### config.mk
export PLATFORM = sky130hd
export DESIGN_NAME = postfix_expression_evaluator
export DESIGN_NICKNAME = d
export VERILOG_FILES = /design/src/hw/rtl/pfe_pkg.sv /design/src/hw/rtl/pfe_front.sv /design/src/hw/rtl/pfe_queue.sv /design/src/hw/rtl/pfe_div.sv /design/src/hw/rtl/pfe_back.sv /design/src/hw/rtl/postfix_expression_evaluator.sv
export SDC_FILE = /design/constraint.sdc
export NUM_CORES = 1
export LEC_CHECK = 0
export ABC_AREA = 0
export BUFFER_PORTS_ARGS = -buffer_cell sky130_fd_sc_hd__buf_2
export CAP_MARGIN = 40
export CORE_MARGIN = 2
export CORE_UTILIZATION = 40
export DETAILED_ROUTE_END_ITERATION = 10
export PLACE_DENSITY = 0.68
export SKIP_LAST_GASP = 1
export SLEW_MARGIN = 20
export SYNTH_ARGS = -nofsm -noshare
export SYNTH_HDL_FRONTEND = slang
export SYNTH_HIERARCHICAL = 1
export SYNTH_SLANG_ARGS = --single-unit
### constraint.sdc
create_clock -name clk -period 5.9 [get_ports clk]
set_input_delay 0.295 -clock clk [delete_from_list [all_inputs] [get_ports clk]]
set_output_delay 0.295 -clock clk [all_outputs]
set_load 0.05 [all_outputs]
### src/hw/rtl/pfe_pkg.sv
`default_nettype none

package pfe_pkg;

  // Stack geometry and arithmetic width
  localparam int STACK_DEPTH = 16;
  localparam int VALUE_W     = 16;
  localparam int IDX_W       = (STACK_DEPTH > 1) ? $clog2(STACK_DEPTH) : 1;
  localparam int CNT_W       = $clog2(STACK_DEPTH + 1);
  localparam int DIV_CNT_W   = $clog2(VALUE_W);

  // Queue between front and back end
  localparam int QUEUE_DEPTH = 4;
  localparam int QPTR_W      = $clog2(QUEUE_DEPTH);

  // Stream payload widths
  localparam int SYMBOL_W    = 8;
  localparam int OUT_VALUE_W = 16;
  localparam int STATUS_W    = 3;
  localparam int IN_TDATA_W  = 8;
  localparam int OUT_TDATA_W = 24;

  // Character codes
  localparam logic [SYMBOL_W-1:0] CH_PLUS  = 8'h2B;
  localparam logic [SYMBOL_W-1:0] CH_MINUS = 8'h2D;
  localparam logic [SYMBOL_W-1:0] CH_STAR  = 8'h2A;
  localparam logic [SYMBOL_W-1:0] CH_SLASH = 8'h2F;
  localparam logic [SYMBOL_W-1:0] CH_ZERO  = 8'h30;
  localparam logic [SYMBOL_W-1:0] CH_NINE  = 8'h39;

  typedef logic [VALUE_W-1:0] val_t;

  // Symbol class produced by the front end
  typedef enum logic [2:0] {
    K_DIGIT = 3'd0,
    K_ADD   = 3'd1,
    K_SUB   = 3'd2,
    K_MUL   = 3'd3,
    K_DIV   = 3'd4,
    K_BAD   = 3'd5
  } kind_t;

  // Result status codes
  typedef enum logic [STATUS_W-1:0] {
    ST_OK       = 3'd0,
    ST_BADCHAR  = 3'd1,
    ST_UNDER    = 3'd2,
    ST_OVER     = 3'd3,
    ST_DIVZERO  = 3'd4,
    ST_LEFTOVER = 3'd5
  } status_t;

  // Classified symbol held in the queue
  typedef struct packed {
    kind_t      kind;
    logic [3:0] digit;
    logic       last;
  } item_t;

  // Request to the divide unit
  typedef struct packed {
    logic start;
    val_t dividend;
    val_t divisor;
  } div_req_t;

endpackage

`default_nettype wire

### src/hw/rtl/pfe_front.sv
`default_nettype none

module pfe_front
  import pfe_pkg::*;
(
  input  wire logic                  rst_n,
  input  wire logic                  in_tvalid,
  output logic                       in_tready,
  input  wire logic [IN_TDATA_W-1:0] in_tdata,   // [7:0] symbol
  input  wire logic                  in_tlast,   // last
  input  wire logic                  q_full,
  output logic                       q_push,
  output item_t                      q_item
);

  logic [SYMBOL_W-1:0] sym;

  assign sym       = in_tdata[SYMBOL_W-1:0];
  assign in_tready = rst_n && !q_full;
  assign q_push    = in_tvalid && in_tready;

  // Classify the character into a digit, an operator or a bad symbol
  always_comb begin
    q_item.last  = in_tlast;
    q_item.digit = 4'(sym - CH_ZERO);
    if (sym inside {[CH_ZERO:CH_NINE]}) begin
      q_item.kind = K_DIGIT;
    end else begin
      case (sym)
        CH_PLUS:  q_item.kind = K_ADD;
        CH_MINUS: q_item.kind = K_SUB;
        CH_STAR:  q_item.kind = K_MUL;
        CH_SLASH: q_item.kind = K_DIV;
        default:  q_item.kind = K_BAD;
      endcase
    end
  end

endmodule

`default_nettype wire

### src/hw/rtl/pfe_queue.sv
`default_nettype none

module pfe_queue
  import pfe_pkg::*;
(
  input  wire logic  clk,
  input  wire logic  rst_n,
  input  wire logic  push,
  input  wire item_t push_item,
  output logic       full,
  input  wire logic  pop,
  output item_t      head,
  output logic       empty
);

  item_t             slot_r [QUEUE_DEPTH];
  logic [QPTR_W-1:0] wr_ptr_r, wr_ptr_nxt;
  logic [QPTR_W-1:0] rd_ptr_r, rd_ptr_nxt;
  logic [QPTR_W:0]   fill_r, fill_nxt;
  logic              do_push, do_pop;

  assign full    = (fill_r == (QPTR_W+1)'(QUEUE_DEPTH));
  assign empty   = (fill_r == '0);
  assign do_push = push && !full;
  assign do_pop  = pop && !empty;
  assign head    = slot_r[rd_ptr_r];

  // Advance pointers and occupancy
  always_comb begin
    wr_ptr_nxt = do_push ? wr_ptr_r + 1'b1 : wr_ptr_r;
    rd_ptr_nxt = do_pop  ? rd_ptr_r + 1'b1 : rd_ptr_r;
    fill_nxt   = fill_r;
    if (do_push && !do_pop) begin
      fill_nxt = fill_r + 1'b1;
    end else if (do_pop && !do_push) begin
      fill_nxt = fill_r - 1'b1;
    end
  end

  always_ff @(posedge clk) begin
    if (!rst_n) begin
      wr_ptr_r <= '0;
      rd_ptr_r <= '0;
      fill_r   <= '0;
    end else begin
      wr_ptr_r <= wr_ptr_nxt;
      rd_ptr_r <= rd_ptr_nxt;
      fill_r   <= fill_nxt;
    end
  end

  // Store the incoming item
  always_ff @(posedge clk) begin
    if (do_push) begin
      slot_r[wr_ptr_r] <= push_item;
    end
  end

endmodule

`default_nettype wire

### src/hw/rtl/pfe_div.sv
`default_nettype none

module pfe_div
  import pfe_pkg::*;
(
  input  wire logic     clk,
  input  wire logic     rst_n,
  input  wire div_req_t req,
  output logic          done,
  output val_t          quotient
);

  logic                 busy_r;
  logic                 done_r;
  logic [DIV_CNT_W-1:0] cnt_r;
  logic [VALUE_W:0]     rem_r, rem_nxt;
  val_t                 quo_r, quo_nxt;
  val_t                 dvs_r;
  logic                 neg_r;
  logic                 neg_a, neg_b;
  val_t                 mag_a, mag_b;
  logic [VALUE_W:0]     shifted, diff;

  // Operand magnitudes and result sign
  assign neg_a = req.dividend[VALUE_W-1];
  assign neg_b = req.divisor[VALUE_W-1];
  assign mag_a = neg_a ? val_t'('0) - req.dividend : req.dividend;
  assign mag_b = neg_b ? val_t'('0) - req.divisor  : req.divisor;

  // One restoring step per cycle
  always_comb begin
    shifted = {rem_r[VALUE_W-1:0], quo_r[VALUE_W-1]};
    diff    = shifted - {1'b0, dvs_r};
    if (!diff[VALUE_W]) begin
      rem_nxt = diff;
      quo_nxt = {quo_r[VALUE_W-2:0], 1'b1};
    end else begin
      rem_nxt = shifted;
      quo_nxt = {quo_r[VALUE_W-2:0], 1'b0};
    end
  end

  always_ff @(posedge clk) begin
    if (!rst_n) begin
      busy_r <= 1'b0;
      done_r <= 1'b0;
      cnt_r  <= '0;
    end else begin
      done_r <= 1'b0;
      if (req.start) begin
        busy_r <= 1'b1;
        cnt_r  <= '0;
      end else if (busy_r && cnt_r == DIV_CNT_W'(VALUE_W - 1)) begin
        busy_r <= 1'b0;
        done_r <= 1'b1;
      end else if (busy_r) begin
        cnt_r <= cnt_r + 1'b1;
      end
    end
  end

  always_ff @(posedge clk) begin
    if (req.start) begin
      rem_r <= '0;
      quo_r <= mag_a;
      dvs_r <= mag_b;
      neg_r <= neg_a ^ neg_b;
    end else if (busy_r) begin
      rem_r <= rem_nxt;
      quo_r <= quo_nxt;
    end
  end

  assign done     = done_r;
  assign quotient = neg_r ? val_t'('0) - quo_r : quo_r;

endmodule

`default_nettype wire

### src/hw/rtl/pfe_back.sv
`default_nettype none

module pfe_back
  import pfe_pkg::*;
(
  input  wire logic                   clk,
  input  wire logic                   rst_n,
  input  wire item_t                  head,
  input  wire logic                   q_empty,
  output logic                        q_pop,
  output div_req_t                    div_req,
  input  wire logic                   div_done,
  input  wire val_t                   div_q,
  output logic                        out_tvalid,
  input  wire logic                   out_tready,
  output logic [OUT_TDATA_W-1:0]      out_tdata   // [15:0] value, [18:16] status
);

  typedef enum logic [4:0] {
    S_IDLE = 5'b00001,
    S_EXEC = 5'b00010,
    S_DIV  = 5'b00100,
    S_FIN  = 5'b01000,
    S_EMIT = 5'b10000
  } state_t;

  state_t                 state_r, state_nxt, after_op;
  logic [CNT_W-1:0]       cnt_r, cnt_nxt;
  status_t                err_r, err_nxt;
  kind_t                  kind_r, kind_nxt;
  logic                   last_r, last_nxt;

  val_t                   stack_mem [STACK_DEPTH];
  val_t                   rd_a_r, rd_b_r;
  logic [IDX_W-1:0]       rd_a_addr, rd_b_addr;
  logic                   we;
  logic [IDX_W-1:0]       waddr;
  val_t                   wdata;
  val_t                   alu_res;

  logic                   out_valid_r, out_valid_nxt;
  logic [OUT_VALUE_W-1:0] out_value_r, out_value_nxt;
  status_t                out_status_r, out_status_nxt;
  status_t                fin_status;

  // Read the top two entries, or the bottom one while finishing
  always_comb begin
    rd_a_addr = IDX_W'(cnt_r - CNT_W'(2));
    if (state_r == S_FIN || state_r == S_EMIT) begin
      rd_b_addr = '0;
    end else begin
      rd_b_addr = IDX_W'(cnt_r - CNT_W'(1));
    end
  end

  // Stack memory, registered read
  always_ff @(posedge clk) begin
    if (we) begin
      stack_mem[waddr] <= wdata;
    end
    rd_a_r <= stack_mem[rd_a_addr];
    rd_b_r <= stack_mem[rd_b_addr];
  end

  // Add, subtract or multiply, wrapping at the value width
  always_comb begin
    case (kind_r)
      K_ADD:   alu_res = rd_a_r + rd_b_r;
      K_SUB:   alu_res = rd_a_r - rd_b_r;
      K_MUL:   alu_res = rd_a_r * rd_b_r;
      default: alu_res = rd_a_r;
    endcase
  end

  assign after_op = last_r ? S_FIN : S_IDLE;

  always_comb begin
    if (err_r != ST_OK) begin
      fin_status = err_r;
    end else if (cnt_r == CNT_W'(1)) begin
      fin_status = ST_OK;
    end else begin
      fin_status = ST_LEFTOVER;
    end
  end

  // Sequencer
  always_comb begin
    state_nxt        = state_r;
    cnt_nxt          = cnt_r;
    err_nxt          = err_r;
    kind_nxt         = kind_r;
    last_nxt         = last_r;
    q_pop            = 1'b0;
    we               = 1'b0;
    waddr            = IDX_W'(cnt_r - CNT_W'(2));
    wdata            = alu_res;
    div_req.start    = 1'b0;
    div_req.dividend = rd_a_r;
    div_req.divisor  = rd_b_r;
    out_valid_nxt    = out_valid_r && !out_tready;
    out_value_nxt    = out_value_r;
    out_status_nxt   = out_status_r;

    case (state_r)
      S_IDLE: begin
        if (!q_empty) begin
          q_pop     = 1'b1;
          kind_nxt  = head.kind;
          last_nxt  = head.last;
          state_nxt = head.last ? S_FIN : S_IDLE;
          if (err_r == ST_OK) begin
            case (head.kind)
              K_DIGIT: begin
                if (cnt_r >= CNT_W'(STACK_DEPTH)) begin
                  err_nxt = ST_OVER;
                end else begin
                  we      = 1'b1;
                  waddr   = cnt_r[IDX_W-1:0];
                  wdata   = VALUE_W'(head.digit);
                  cnt_nxt = cnt_r + 1'b1;
                end
              end
              K_BAD: err_nxt = ST_BADCHAR;
              default: begin
                if (cnt_r < CNT_W'(2)) begin
                  err_nxt = ST_UNDER;
                end else begin
                  state_nxt = S_EXEC;
                end
              end
            endcase
          end
        end
      end
      S_EXEC: begin
        if (kind_r == K_DIV) begin
          if (rd_b_r == '0) begin
            err_nxt   = ST_DIVZERO;
            cnt_nxt   = cnt_r - CNT_W'(2);
            state_nxt = after_op;
          end else begin
            div_req.start = 1'b1;
            state_nxt     = S_DIV;
          end
        end else begin
          we        = 1'b1;
          cnt_nxt   = cnt_r - CNT_W'(1);
          state_nxt = after_op;
        end
      end
      S_DIV: begin
        if (div_done) begin
          we        = 1'b1;
          wdata     = div_q;
          cnt_nxt   = cnt_r - CNT_W'(1);
          state_nxt = after_op;
        end
      end
      S_FIN: state_nxt = S_EMIT;
      S_EMIT: begin
        if (!out_valid_r || out_tready) begin
          out_valid_nxt  = 1'b1;
          out_status_nxt = fin_status;
          out_value_nxt  = (fin_status == ST_OK) ? OUT_VALUE_W'(rd_b_r) : '0;
          cnt_nxt        = '0;
          err_nxt        = ST_OK;
          state_nxt      = S_IDLE;
        end
      end
      default: state_nxt = S_IDLE;
    endcase
  end

  always_ff @(posedge clk) begin
    if (!rst_n) begin
      state_r     <= S_IDLE;
      cnt_r       <= '0;
      err_r       <= ST_OK;
      out_valid_r <= 1'b0;
    end else begin
      state_r     <= state_nxt;
      cnt_r       <= cnt_nxt;
      err_r       <= err_nxt;
      out_valid_r <= out_valid_nxt;
    end
  end

  always_ff @(posedge clk) begin
    kind_r       <= kind_nxt;
    last_r       <= last_nxt;
    out_value_r  <= out_value_nxt;
    out_status_r <= out_status_nxt;
  end

  assign out_tvalid = out_valid_r;
  assign out_tdata  = OUT_TDATA_W'({out_status_r, out_value_r});

endmodule

`default_nettype wire

### src/hw/rtl/postfix_expression_evaluator.sv
`default_nettype none

// Channel  Dir  Ports                              Payload
// in       in   in_tvalid in_tready in_tdata      tdata[7:0] symbol; tlast = last
//                in_tlast
// out      out  out_tvalid out_tready out_tdata   tdata[15:0] value, [18:16] status
//
// A digit or a bad character is handled on its own pop; add, subtract and multiply
// read the stack, then write back; a divide starts the one-bit-per-cycle restoring
// divider and waits for its quotient. The final character then reads the bottom
// entry and loads the result register, waiting while it still holds a result.
// A 4-entry queue decouples input from evaluation; in_tready is low while it is
// full or in reset. Synchronous active-low reset empties the stack and the queue.

module postfix_expression_evaluator
  import pfe_pkg::*;
(
  input  wire logic                   clk,
  input  wire logic                   rst_n,
  input  wire logic                   in_tvalid,
  output logic                        in_tready,
  input  wire logic [IN_TDATA_W-1:0]  in_tdata,   // [7:0] symbol
  input  wire logic                   in_tlast,   // last
  output logic                        out_tvalid,
  input  wire logic                   out_tready,
  output logic [OUT_TDATA_W-1:0]      out_tdata   // [15:0] value, [18:16] status
);

  logic     q_push, q_full, q_pop, q_empty;
  item_t    q_in, q_head;
  div_req_t div_req;
  logic     div_done;
  val_t     div_q;

  pfe_front u_front (
    .rst_n     (rst_n),
    .in_tvalid (in_tvalid),
    .in_tready (in_tready),
    .in_tdata  (in_tdata),
    .in_tlast  (in_tlast),
    .q_full    (q_full),
    .q_push    (q_push),
    .q_item    (q_in)
  );

  pfe_queue u_queue (
    .clk       (clk),
    .rst_n     (rst_n),
    .push      (q_push),
    .push_item (q_in),
    .full      (q_full),
    .pop       (q_pop),
    .head      (q_head),
    .empty     (q_empty)
  );

  pfe_div u_div (
    .clk      (clk),
    .rst_n    (rst_n),
    .req      (div_req),
    .done     (div_done),
    .quotient (div_q)
  );

  pfe_back u_back (
    .clk        (clk),
    .rst_n      (rst_n),
    .head       (q_head),
    .q_empty    (q_empty),
    .q_pop      (q_pop),
    .div_req    (div_req),
    .div_done   (div_done),
    .div_q      (div_q),
    .out_tvalid (out_tvalid),
    .out_tready (out_tready),
    .out_tdata  (out_tdata)
  );

endmodule

`default_nettype wire

# Yosys cells after proc, flatten, opt, wreduce, memory -nomap -nowiden
# Memory sizes are Yosys's and may differ from the RTL's. A register that Yosys moved wholly into a read port is not among the register bits.
# Index checks and enable logic that the tools add are counted.
dict set report totals {
  register_bits 99
  mem_bits_rw 288
  inputBits 13
  output_inout_bits 26
  word_cells 187
  mem_count 2
}
# name words width read_ports rd_clocked_by_memory_dff write_ports line
set mem_list {}
lappend mem_list {u_back.stack_mem 16 16 2 2 1 pfe_back.sv:33} ;# val_t stack_mem [STACK_DEPTH];
lappend mem_list {u_queue.slot_r 4 8 1 1 1 pfe_queue.sv:16} ;# item_t slot_r [QUEUE_DEPTH];
dict set report op_classes {
  add_sub_neg 15
  multipliers 1
  order_cmp 4
  eq_ne 28
  mux 78
  n_bitwise 4
  n_reduce_logical 36
}
# op count
set op_table {}
lappend op_table {{two-way mux 16 bit} 10}
lappend op_table {{two-way mux 5 bit} 16}
lappend op_table {{one-hot mux 16 bit (3 select lines)} 1}
lappend op_table {{subtractor 1 x 16 -> 16 bit (first input constant)} 3}
lappend op_table {{two-way mux 3 bit} 12}
lappend op_table {{== test 8 x 6 -> 1 bit (second input constant)} 4}
lappend op_table {{two-way mux 4 bit} 8}
lappend op_table {{one-hot mux 16 bit (2 select lines)} 1}
lappend op_table {{one-hot mux 5 bit (5 select lines)} 1}
lappend op_table {{two-way mux 1 bit} 21}
lappend op_table {{one-hot mux 5 bit (4 select lines)} 1}
lappend op_table {{subtractor 17 x 16 -> 17 bit} 1}
lappend op_table {{adder 16 bit} 1}
lappend op_table {{logical NOT 16 bit} 1}
lappend op_table {{multiplier 16 x 16 -> 16 bit} 1}
lappend op_table {{AND reduction 8 bit} 2}
lappend op_table {{subtractor 16 bit} 1}
lappend op_table {{two-way mux 15 bit} 1}
lappend op_table {{logical NOT 3 bit} 4}
lappend op_table {{one-hot mux 3 bit (4 select lines)} 1}
lappend op_table {{== test 5 x 1 -> 1 bit (second input constant)} 2}
lappend op_table {{!= test 2 bit (second input constant)} 5}
lappend op_table {{== test 3 bit (second input constant)} 3}
lappend op_table {{logical AND 1 bit} 9}
lappend op_table {{other kinds (37)} 56}

# Logic depth before layout (Yosys ltp)
dict set report depth {
  word_depth 9
  mapped_depth 22
  ltp_nobuf 20
}

# By module
# Netlist, hierarchy kept.
# mod instances cells_per_inst area_per_inst_um2 seq_area_each_um2
set modules_own_cells {}
lappend modules_own_cells {pfe_back 1 1786 20652.3 9298.9}
lappend modules_own_cells {pfe_div 1 437 3920.0 1431.4}
lappend modules_own_cells {pfe_queue 1 90 1639.1 1141.1}
lappend modules_own_cells {pfe_front 1 22 143.9 0.0}

# Worst setup path after synthesis
# OpenSTA, ideal clock, no wires.
dict set report synth_path {
  path_type {register -> register}
  from {register u_back.rd_b_r[2], read port of u_back.stack_mem}
  to {memory u_back/stack_mem[0][12] (netlist name) (data pin)}
  setup_time_ns 0.330
  arrival_ns 5.907
  required_time_ns 5.570
  slack_ns -0.337
  path_stages_with_launch 20
  n_path_buf 2
  synth_period_minus_slack_ns 6.237
  path_cell_list {dfxtp_1 > clkbuf_1 > clkbuf_1 > nand2_1 > fa_1 > fa_1 > fa_1 > fa_1 > inv_1 > fa_1 > inv_1 > fa_1 > inv_1 > ha_1 > nand3_1 > a2111oi_0 > nor3_1 > xnor2_1 > a221oi_1 > o21ai_0}
}
dict set report synth_between {
  elab_chain_len 7
  word_cells_on_any_way 10
  classes_between {2 x add/sub; 1 x mul; 7 x mux}
}
# element line
set synth_rtl {}
lappend synth_rtl {{start: declaration} pfe_back.sv:34} ;# val_t rd_a_r, rd_b_r;
lappend synth_rtl {{multiplier 16 x 16 -> 16 bit, or another cell as far along} pfe_back.sv:70} ;# K_MUL: alu_res = rd_a_r * rd_b_r;
lappend synth_rtl {{one-hot mux 16 bit (3 select lines) (*)} pfe_back.sv:67} ;# case (kind_r)
lappend synth_rtl {{two-way mux 16 bit} pfe_back.sv:115} ;# if (cnt_r >= CNT_W'(STACK_DEPTH)) begin
lappend synth_rtl {{two-way mux 16 bit} pfe_back.sv:113} ;# case (head.kind)
lappend synth_rtl {{two-way mux 16 bit} pfe_back.sv:112} ;# if (err_r == ST_OK) begin
lappend synth_rtl {{two-way mux 16 bit} pfe_back.sv:107} ;# if (!q_empty) begin
lappend synth_rtl {{one-hot mux 16 bit (2 select lines) (*)} pfe_back.sv:105} ;# case (state_r)
lappend synth_rtl {{named net u_back.wdata[12]} pfe_back.sv:38} ;# val_t wdata;
lappend synth_rtl {{end: declaration} pfe_back.sv:33}
# The timed path passes the listed nets; every way through them passes the cells marked *.

# Worst setup path in the final report
dict set report layout_path {
  from {register u_back.rd_b_r[5], read port of u_back.stack_mem}
  to {memory u_back/stack_mem[13][15] (netlist name) (data pin)}
}
# The elaborated chain is that of the path after synthesis.

==> results list <==
- 0 antenna diodes ended up in the layout.
- In the final timing run, aggregate negative setup slack is 0 ps.
* Global placer's final weighted congestion: 0.928
- The via count of the first global-routing pass was 19,100.
- Horizontal die dimension: 261 um
* Post-Place Worst Slack: -173 ps
- Yosys mapped the design onto 97 distinct sky130hd cell types.
* Dominant cell type by area after synthesis: edfxtp_1
- Via count: 19,300
- In this run the worst path has a maximum fanout of 8.
- The hold violation count in the final report came to 0.
- Number of synthesized flops with an enable pin: 344
* Cell with the largest stage delay on the worst path: fa_1
- The setup check on the worst reg-to-reg path leaves a slack of 140 ps.
- The number of antenna violations at the first check in global routing was 5.
- Of the post-synthesis cell area, the part taken by muxes is 9.74%.
* Worst slew slack as a fraction of its limit: 40.8%
* Fraction of synthesized cell area in xor and xnor cells: 4.21%
* Simple logic cell fraction of the synthesized area: 13.7%
- In this run the cell area of the synthesized design comes to 0.0264 mm2.
* Number of rows in the core area: 94
- Critical Setup Path Class: reg -> reg
* Count of maximum capacitance violations: 0
- After synthesis, the cell types taking the most area are edfxtp_1 39%, mux4_2 8.4%, fa_1 6.3%.
- In the final design database the tool counted 2,592 nets.
- The first global-routing pass estimated 114 mm of wire.
* Vert. Die Dim: 261 um
* Vias/cell: 5.84
* H-tree depth: 2
- Share of layout cells above drive strength 1: 18.5%
* Final setup viols: 0
- Counting instances in the post-synthesis netlist gives the leading cell types as 344 x edfxtp_1, 240 x nand2_1, 162 x inv_1.
* Initial Utilization: 40.2%
* Top achievable clock speed: 174 MHz
- For the finished layout, the period the worst path requires is 5760 ps.
* IO Count: 39
* Top cell by count, worst path: fa_1
- Reg-to-reg startpoint: u_back/rd_b_r[5]
- Worst-case setup margin in the final layout: 138 ps
- For the pin with the worst max-slew slack, the measured transition is 882 ps.
* Mean post-synth cell area: 11.3 um2
- Number of instances in the synthesized netlist: 2,335
* Maximum cell stage delay along the critical path: 560 ps
* Post-synthesis compound-gate area fraction: 11.4%
- Data arrival time of the critical path: 6230 ps
- Detailed-route DRC error count: 0
* Largest family of logic cells by synthesized area: simple AND/OR/NAND/NOR gates
* Clock transition at the registers of the reported paths: 70 ps
- Most used flip-flop cell after synthesis: edfxtp_1
* Warnings, synthesis: 6
- Entering global routing, the biggest net connects 93 pins.
- Summing the areas of all fa, ha and maj instances in the mapped netlist gives 10.9% of the synthesized area.
* Antenna-violating nets left: 0
- Cell chain of the critical path: and2_4, fa_1, inv_1, fa_1, inv_1, fa_2, fa_1, fa_1, inv_1, fa_1, inv_1, ha_1, or3_4, o31ai_4, xnor2_2, a211o_1, a21oi_4, clkbuf_16
- Pre-Repair DR Iteration Count: 7
* Number of clock sinks seen by CTS: 421
- The worst setup path is launched from a register.
* Leftover overflow at the end of global routing: 0
- For the worst setup path, the data required time is 6370 ps.
- For the worst flop-to-flop path, the logic depth is 18.
- Counting instances, the worst hold path has a depth of 3.
- Root buffer cell: clkbuf_16
- IO Port Bufs: 33
- STA classifies the critical path endpoint as a register.
* Area added between synthesis and finish: 14.0%
- In this run the most critical hold path is launched from in_tdata[7].
- Core region area: 0.0655 mm2
- Routed len/inst: 22.7 um
* Top-area cell type share of the netlist area: 39.2%
- The die covers 0.0680 mm2.
* Dominant cell by count in the synthesized netlist: edfxtp_1
- The worst hold path belongs to the class in -> reg.
* Global router's overall resource usage: 21.9%
- HPWL after detailed placement: 50.9 mm
- Number of buffers inserted during clock tree synthesis: 46
- TritonCTS built the clock tree.
* Final count of pins violating max slew: 0
* Share of the yosys chip area belonging to registers: 45.0%
- The run finished with clean final reports.
* Final worst-path cycle share: 97.7%
- The detailed router finished its first iteration with 1,841 violations.
- #FFs+latches synth: 421
* Clk Latency, worst-skew pair: 620 ps
* Worst-case hold path end point: u_queue/slot_r[3][5]
- Between clock sinks in the finished design, the worst skew comes to 45.4 ps.
- Summed over all layers, the routed wires come to 74.8 mm.
- After synthesis, the share of flip-flops with an asynchronous set or reset is 0%.
- In this run the critical register-to-register path is captured at u_back/stack_mem[13][15].
* CTS Buffer Depth: 3
per-layer routing:
metal,vias up,global-route usage (%),wire length (um)
met3,151,3.55,5600
met5,-,0,13
met4,2,7.97,2600
met1,9644,28.6,30500
met2,854,36.7,36100
li1,8639,-,-
state kept, by name, indices dropped and copies added (netlist names), 5 cells and up, named ones only:
signal / flops
u_div/rem_r: 16
u_back/state_r: 5
u_queue/slot_r: 32
u_back/cnt_r: 5
u_div/quo_r: 16
u_div/dvs_r: 16
u_back/stack_mem: 256
u_back/rd_b_r: 16
u_back/rd_a_r: 16
u_back/out_value_r: 16
placed cells by master (no fill, tap or decap), drive strengths merged, types with 22 or more instances in the layout:
cell type and instances:
buf 156, clkbuf 58, nand2 242, a21oi 79
xnor2 86, nor2 117, ha 97, o21ai 114
or3 47, mux2i 28, and3 25, xor2 36
mux4 98, nand2b 32, a211oi 41, o31ai 24
inv 162, dfxtp 77, nor2b 32, o211ai 22
a31oi 32, nand3 40, edfxtp 344, and2 100
fa 83, nor3 37
final cells by class:
type	instances	area, um2
Inverter	162	608
Clock buffer	56	1210
Tap cell	864	1080
Fill cell	5840	35500
Clock inverter	30	418
Sequential cell	421	11900
Timing Repair Buffer	163	1300
Multi-Input combinational cell	1605	13500
worst max-delay path by stage:
stage	start	endpoint	slack [ps]
6_report	u_back/rd_b_r[5]	u_back/stack_mem[13][15]	140
2_1_floorplan	u_back/rd_b_r[4]	u_back/stack_mem[0][15]	10
3_3_place_gp	u_back/rd_b_r[7]	u_back/stack_mem[10][15]	-200
4_1_cts	u_back/rd_b_r[3]	u_back/stack_mem[1][10]	-1
3_5_place_dp	u_back/rd_b_r[6]	u_back/stack_mem[15][12]	-170
5_1_grt	u_back/rd_a_r[10]	u_back/stack_mem[13][15]	-20
metrics by stage:
| step | utilization, % | area [um2] | cells | hold slack (ps) |
|---|---|---|---|---|
| floorplan | - | 26400 | 2339 | 409 |
| global placement | 42.6 | 27900 | 3196 | 467 |
| detailed placement | 42.8 | 28000 | 3202 | 485 |
| CTS | 45.4 | 29700 | 3293 | 77.4 |
| global route | 45.8 | 30000 | 3301 | 123 |
| finish | 45.8 | 30000 | 3301 | 109 |
cell families (layout without fill, tap and decap cells):
group | count (synthesis) | after routing
AOI/OAI and AO/OA | 446 | 446
xor gates and xnor gates | 123 | 123
buffers and inverters | 313 | 411
and+or+nand+nor | 718 | 718
muxes | 133 | 133
adders and majority gates | 180 | 180
DFF | 421 | 421
other | 1 | 5
critical path, delay by kind of cell (launching register included):
kind            cells  cell delay, ps
xor+xnor            1             110
buf+inv             5             410
simple gates        2             510
flops               1             370
fa+ha+maj           7            3340
compound gates      3             850
timing repair:
action                     4_1_cts  5_1_grt
hold buffers                     5        0
hold endpoints to repair        14        0
resized for setup                7       62
pin swaps                        0       22
gates cloned                     0        2
setup endpoints to repair       48       96
setup buffers                    0        5
Power is not shown: default switching activity piles up to over one toggle a cycle in this logic, so the estimate is an artifact.
